### config.mk
export PLATFORM = sky130hd
export DESIGN_NAME = pcm_ctrl
export DESIGN_NICKNAME = d
export VERILOG_FILES = /design/src/rtl/core/pcm_pkg.sv /design/src/rtl/core/pcm_ctrl.sv
export SDC_FILE = /design/constraint.sdc
export NUM_CORES = 1
export LEC_CHECK = 0
export BUFFER_PORTS_ARGS = -buffer_cell sky130_fd_sc_hd__buf_4
export CELL_PAD_IN_SITES_DETAIL_PLACEMENT = 1
export CELL_PAD_IN_SITES_GLOBAL_PLACEMENT = 2
export CORE_UTILIZATION = 30
export DETAILED_ROUTE_END_ITERATION = 10
export PLACE_DENSITY = 0.9
export SYNTH_ARGS = -nofsm -noshare
export SYNTH_HDL_FRONTEND = slang
export SYNTH_SLANG_ARGS = --single-unit
### constraint.sdc
create_clock -name clk -period 2.94 [get_ports clk]
set_clock_uncertainty 0.15 [all_clocks]
set_input_delay 0.147 -clock clk [delete_from_list [all_inputs] [get_ports clk]]
set_output_delay 0.147 -clock clk [all_outputs]
set_load 0.05 [all_outputs]
### src/rtl/core/pcm_pkg.sv
// ----------------------------------------------------------------------------
// Pointwise channel mixer package
// Shared sizes, item kinds, register indexes and the command word that the
// controller hands to the datapath.
// ----------------------------------------------------------------------------
`default_nettype none

package pcm_pkg;

  localparam int MaxInChannels  = 16;
  localparam int MaxOutChannels = 16;
  localparam int IdxW           = 4;
  localparam int WeightAddrW    = 2 * IdxW;
  localparam int WeightDepth    = MaxInChannels * MaxOutChannels;
  localparam int DataW          = 16;
  localparam int ProdW          = 2 * DataW;
  localparam int AccW           = 40;
  localparam int SumW           = AccW + 1;
  localparam int FracShift      = 12;
  localparam int CountW         = 5;

  localparam logic [1:0] KIND_WEIGHT = 2'd0;
  localparam logic [1:0] KIND_BIAS   = 2'd1;
  localparam logic [1:0] KIND_SAMPLE = 2'd2;

  localparam logic CFG_ACTIVE_INPUTS  = 1'b0;
  localparam logic CFG_ACTIVE_OUTPUTS = 1'b1;

  typedef struct packed {
    logic            load_sample;
    logic            wr_weight;
    logic            wr_bias;
    logic            mac_issue;
    logic [IdxW-1:0] mac_idx;
    logic [IdxW-1:0] chan;
    logic            emit_issue;
    logic [IdxW-1:0] emit_idx;
    logic            emit_last;
    logic            clear_acc;
  } pcm_cmd_t;

  // Limits a channel count register to the range 1 .. 16.
  function automatic logic [CountW-1:0] clamp_count(input logic [CountW-1:0] v);
    logic [CountW-1:0] r;
    r = v;
    if (v == '0) begin
      r = CountW'(1);
    end else if (v > CountW'(MaxInChannels)) begin
      r = CountW'(MaxInChannels);
    end
    return r;
  endfunction

endpackage

`default_nettype wire

### src/rtl/core/pcm_ctrl.sv
// ----------------------------------------------------------------------------
// Pointwise channel mixer controller
// Holds the channel count registers and the channel counter, and steps the
// datapath through the multiply-accumulate sweep and the result emission.
// ----------------------------------------------------------------------------
`default_nettype none

module pcm_ctrl (
  input  wire logic                    clk,
  input  wire logic                    rst,
  input  wire logic                    start,
  input  wire logic [1:0]              kind,
  output      logic                    busy,
  input  wire logic                    cfg_valid,
  output      logic                    cfg_ready,
  input  wire logic                    cfg_index,
  input  wire logic [pcm_pkg::CountW-1:0] cfg_data,
  output      pcm_pkg::pcm_cmd_t       cmd
);
  import pcm_pkg::*;

  localparam logic [1:0] ST_IDLE  = 2'd0;
  localparam logic [1:0] ST_MAC   = 2'd1;
  localparam logic [1:0] ST_DRAIN = 2'd2;
  localparam logic [1:0] ST_EMIT  = 2'd3;

  logic [1:0]        state, state_next;
  logic [IdxW-1:0]   idx, idx_next;
  logic [IdxW-1:0]   chan, chan_next;
  logic              drain_cnt, drain_cnt_next;
  logic [CountW-1:0] active_inputs, active_outputs;
  logic [CountW-1:0] nin, nout;
  logic              accept;

  assign cfg_ready = 1'b1;
  assign busy      = (state != ST_IDLE);
  assign accept    = start && !busy;
  assign nin       = clamp_count(active_inputs);
  assign nout      = clamp_count(active_outputs);

  always_ff @(posedge clk) begin
    if (rst) begin
      active_inputs  <= CountW'(MaxInChannels);
      active_outputs <= CountW'(MaxOutChannels);
    end else if (cfg_valid && cfg_ready) begin
      unique case (cfg_index)
        CFG_ACTIVE_INPUTS:  active_inputs  <= cfg_data;
        CFG_ACTIVE_OUTPUTS: active_outputs <= cfg_data;
        default: ;
      endcase
    end
  end

  always_comb begin
    state_next     = state;
    idx_next       = idx;
    chan_next      = chan;
    drain_cnt_next = drain_cnt;
    cmd            = '0;
    cmd.chan       = chan;
    cmd.mac_idx    = idx;
    cmd.emit_idx   = idx;
    unique case (state)
      ST_IDLE: begin
        if (accept) begin
          unique case (kind)
            KIND_WEIGHT: cmd.wr_weight = 1'b1;
            KIND_BIAS:   cmd.wr_bias   = 1'b1;
            KIND_SAMPLE: begin
              cmd.load_sample = 1'b1;
              idx_next        = '0;
              state_next      = ST_MAC;
            end
            default: ;
          endcase
        end
      end
      ST_MAC: begin
        cmd.mac_issue = 1'b1;
        if (idx == IdxW'(MaxOutChannels - 1)) begin
          drain_cnt_next = 1'b0;
          state_next     = ST_DRAIN;
        end else begin
          idx_next = idx + 1'b1;
        end
      end
      ST_DRAIN: begin
        // The drain state lets the last product pass the weight read and product registers and reach its accumulator.
        if (drain_cnt) begin
          if (({1'b0, chan} + 1'b1) >= nin) begin
            chan_next  = '0;
            idx_next   = '0;
            state_next = ST_EMIT;
          end else begin
            chan_next  = chan + 1'b1;
            state_next = ST_IDLE;
          end
        end else begin
          drain_cnt_next = 1'b1;
        end
      end
      ST_EMIT: begin
        cmd.emit_issue = 1'b1;
        if (({1'b0, idx} + 1'b1) == nout) begin
          cmd.emit_last = 1'b1;
          cmd.clear_acc = 1'b1;
          state_next    = ST_IDLE;
        end else begin
          idx_next = idx + 1'b1;
        end
      end
      default: state_next = ST_IDLE;
    endcase
  end

  always_ff @(posedge clk) begin
    if (rst) begin
      state     <= ST_IDLE;
      idx       <= '0;
      chan      <= '0;
      drain_cnt <= 1'b0;
    end else begin
      state     <= state_next;
      idx       <= idx_next;
      chan      <= chan_next;
      drain_cnt <= drain_cnt_next;
    end
  end

endmodule

`default_nettype wire

==> metrics.csv <==
stage,metric,value,unit
outcome,outcome,"complete, no violations",
route,num_vias,1258,
placed_design,gp_congestion,0.710,
cts,cts_setup_buffers,0,
route,wl,3.27,mm
timing,period_share,92.5,%
global_route,grt_pass1_vias,1249,
flow_run,cap_violations,0,
pwr,powerDensity,401,mW/mm^2
pwr,power,0.667,mW
route,wl_per_cell,13.6,um
cts,clock_latency,0.26,ns
timing,max_freq,368,MHz
worst_setup_path,critPathArrivalTime,2.42,ns
min_path,hold_class,input pin to flop,
cells_and_area,area_growth,22.6,%
route,drt_first_iter_violations,56,
pwr,p_leak,0.703,nW
synth,synth_edf_count,0,
worst_setup_path,startpoint_type,flop,
die,rows,24,
worst_setup_path,critPathMaxFanout,9,
synth,yosysSeqAreaShare,31.0,%
timing,fin_crit,2.72,ns
worst_setup_path,setup.worst_path.start,idx[0]$_SDFFE_PP0P_,
synth,ys_seq_elements,21,
route,antenna_left,0,
global_route,grtUsageTotal,14.5,%
synth,postSynthAreaPerCell,8.27,um^2
placed_design,dp_hpwl,2.42,mm
cells_and_area,drive_above_1_share,22.8,%
synth,synthCells,164,
synth,ys.flop_type,dfxtp_1,
route,drc_errors,0,
worst_setup_path,cp-end-kind,output pin,
pwr,seq_power_share,48.0,%
cells_and_area,n_fill_cell,515,
timing,hold_viol_final,0,
die,io_pins,33,
die,die_w,69.2,um
pwr,vdd_ir_drop_max,178,uV
timing,final_max_slew_viol_count,0,
route,routed_via_density,5.22,
die,dieArea,0.00479,mm^2
cts,numCtsBuffers,3,
synth,synth.distinct_cells,45,
global_route,antenna_found_initial,0,
cells_and_area,nNetsFinal,209,
cts,cts_tree,yes,
pwr,p_int,0.449,mW
global_route,grt_overflow_total,0,
die,die_h,69.2,um
placed_design,portBuffers,31,
cells_and_area,antenna_cells,0,
cts,clkSinkCount,21,
synth,synth.top_cells.by_area,"dfxtp_1 31%, ha_1 6.5%, nand2_1 5.3%",
worst_setup_path,r2r-start,chan[0]$_SDFFE_PP0P_,
timing,rsz0062_at_grt,no,
synth,synthDominantCellAreaShare,31.0,%
global_route,grt_max_degree,23,
route,dr.pass1.iters,4,
cts,post_cts_resize_count,0,
timing,worst_pin_slew,0.603,ns
die,start_util,31.1,%
cts,path_clk_slew,0.09,ns
synth,yosysWarnings,0,
synth,synth_fp_nets,183,
synth,synthesis.area,0.00136,mm^2
timing,slew_headroom,59.5,%
cts,clock_path_buffers,2,
synth,yosysMostFrequentCell,dfxtp_1,
die,core_area,0.00435,mm^2
pwr,pwr-share-comb,22.0,%
global_route,grt_pass1_wl,5.82,mm
timing,setup_viol,0,
cts,cts_max_level,1,
synth,synth_common_cells,"21 x dfxtp_1, 19 x nand2_1, 17 x nor2_1, 11 x a21oi_1, 10 x nand3_1",
cells_and_area,register_area,420,um^2
worst_setup_path,required,2.64,ns
synth,synth.largest_area_cell,dfxtp_1,
cells_and_area,multi_input_area,847,um^2
min_path,min_from,cfg_data[2],
pwr,switching_share,32.6,%
synth,synth-async-reset-ratio,0,%
worst_setup_path,worstSetupPathType,flop to output pin,
pwr,power.switching,0.217,mW
cts,cts_root_buffer,clkbuf_8,
pwr,clock_power_share,29.9,%
timing,tns,0,ns
==> worst max-delay path, cell delays in order, from the launching register on <==
cell	delay [ns]
dfxtp_1	0.50
ha_1	0.37
nand3_1	0.17
mux2_2	0.30
o22ai_1	0.23
nand4_4	0.23
nor2_4	0.15
buf_4	0.21
==> routing by layer <==
metal | global-route usage (%) | up-vias | wire (um)
met2 | 23.3 | 20 | 1550
met5 | 0 | - | 0
li1 | - | 635 | -
met1 | 19.7 | 601 | 1590
met3 | 2.47 | 2 | 109
met4 | 4.31 | 0 | 21
==> registers in the layout (all words and copies together) (netlist names) <==
| register | flops |
|---|---|
| active_inputs | 5 |
| active_outputs | 5 |
| chan | 4 |
| drain_cnt | 1 |
| idx | 4 |
| state | 2 |
==> cell families after synthesis <==
logic type,Yosys count,synth area share (%)
other,1,0.276
adder cells (fa/ha/maj),7,6.46
AND/OR/NAND/NOR,73,29.0
XOR/XNOR,5,4.24
flip-flops,21,31.0
AO/OA/AOI/OAI,34,17.4
multiplexers,6,4.52
buffers and inverters,17,7.10
==> power by group through the flow <==
| stage | registers, mW | logic [mW] | clock network, mW |
|---|---|---|---|
| after detailed placement | 0.327 | 0.144 | 0 |
| after CTS | 0.320 | 0.149 | 0.208 |
| after global placement | 0.327 | 0.143 | 0 |
| after floorplan | 0.321 | 0.106 | 0 |
| after global routing | 0.324 | 0.162 | 0.218 |
| final | 0.320 | 0.147 | 0.200 |
==> cell usage in the layout (no fill, tap or decap), types with 2 or more instances in the layout <==
cell,n
dfxtp_1,21
nor2_1,16
a31oi_1,4
a211oi_1,7
inv_1,3
nand2_1,19
xnor2_1,3
ha_1,7
nand2b_1,4
clkbuf_8,3
and4_1,2
nor3_1,6
nor4bb_1,2
nand3_1,10
dlygate4sd3_1,4
a21oi_1,11
and3_1,3
nor3b_1,2
a211o_1,2
buf_4,31
mux2i_1,5
==> final cells by class <==
class                           instances  share of cell area [%]
Multi-Input combinational cell        126                    50.9
Sequential cell                        21                    25.3
Timing Repair Buffer                   35                    16.4
Tap cell                               52                    3.91
Clock buffer                            3                    2.48
Inverter                                3                   0.677
Clock inverter                          1                   0.301
==> path summary, 6_finish.rpt <==
kind | end | slack [ns] | cells past startpoint
setup / recovery | cmd[1] | 0.22 | 7
hold / removal | active_inputs[2]$_SDFFE_PP0P_ | 0.007 | 3
setup reg to reg | idx[1]$_SDFFE_PP0P_ | 0.52 | 8
hold reg to reg | active_outputs[0]$_SDFFE_PP0P_ | 0.32 | 2
==> per-stage QoR <==
stage                     area (um^2)  hold WS [ns]  cells  utilization, %  setup WS (ns)
after floorplan                  1360         0.115    164               -          0.151
after global placement           1580         0.214    233            36.2          0.530
after detailed placement         1580         0.214    233            36.2          0.499
after CTS                        1660       0.00841    241            38.2          0.182
after global routing             1660        0.0205    241            38.2         0.0140
final                            1660       0.00650    241            38.2          0.222
==> timing repair <==
action	in CTS	in global routing
endpoints found under the setup margin	0	0
hold buffers	4	0
endpoints found under the hold margin	5	0
Power figures use the tool's default switching activity.
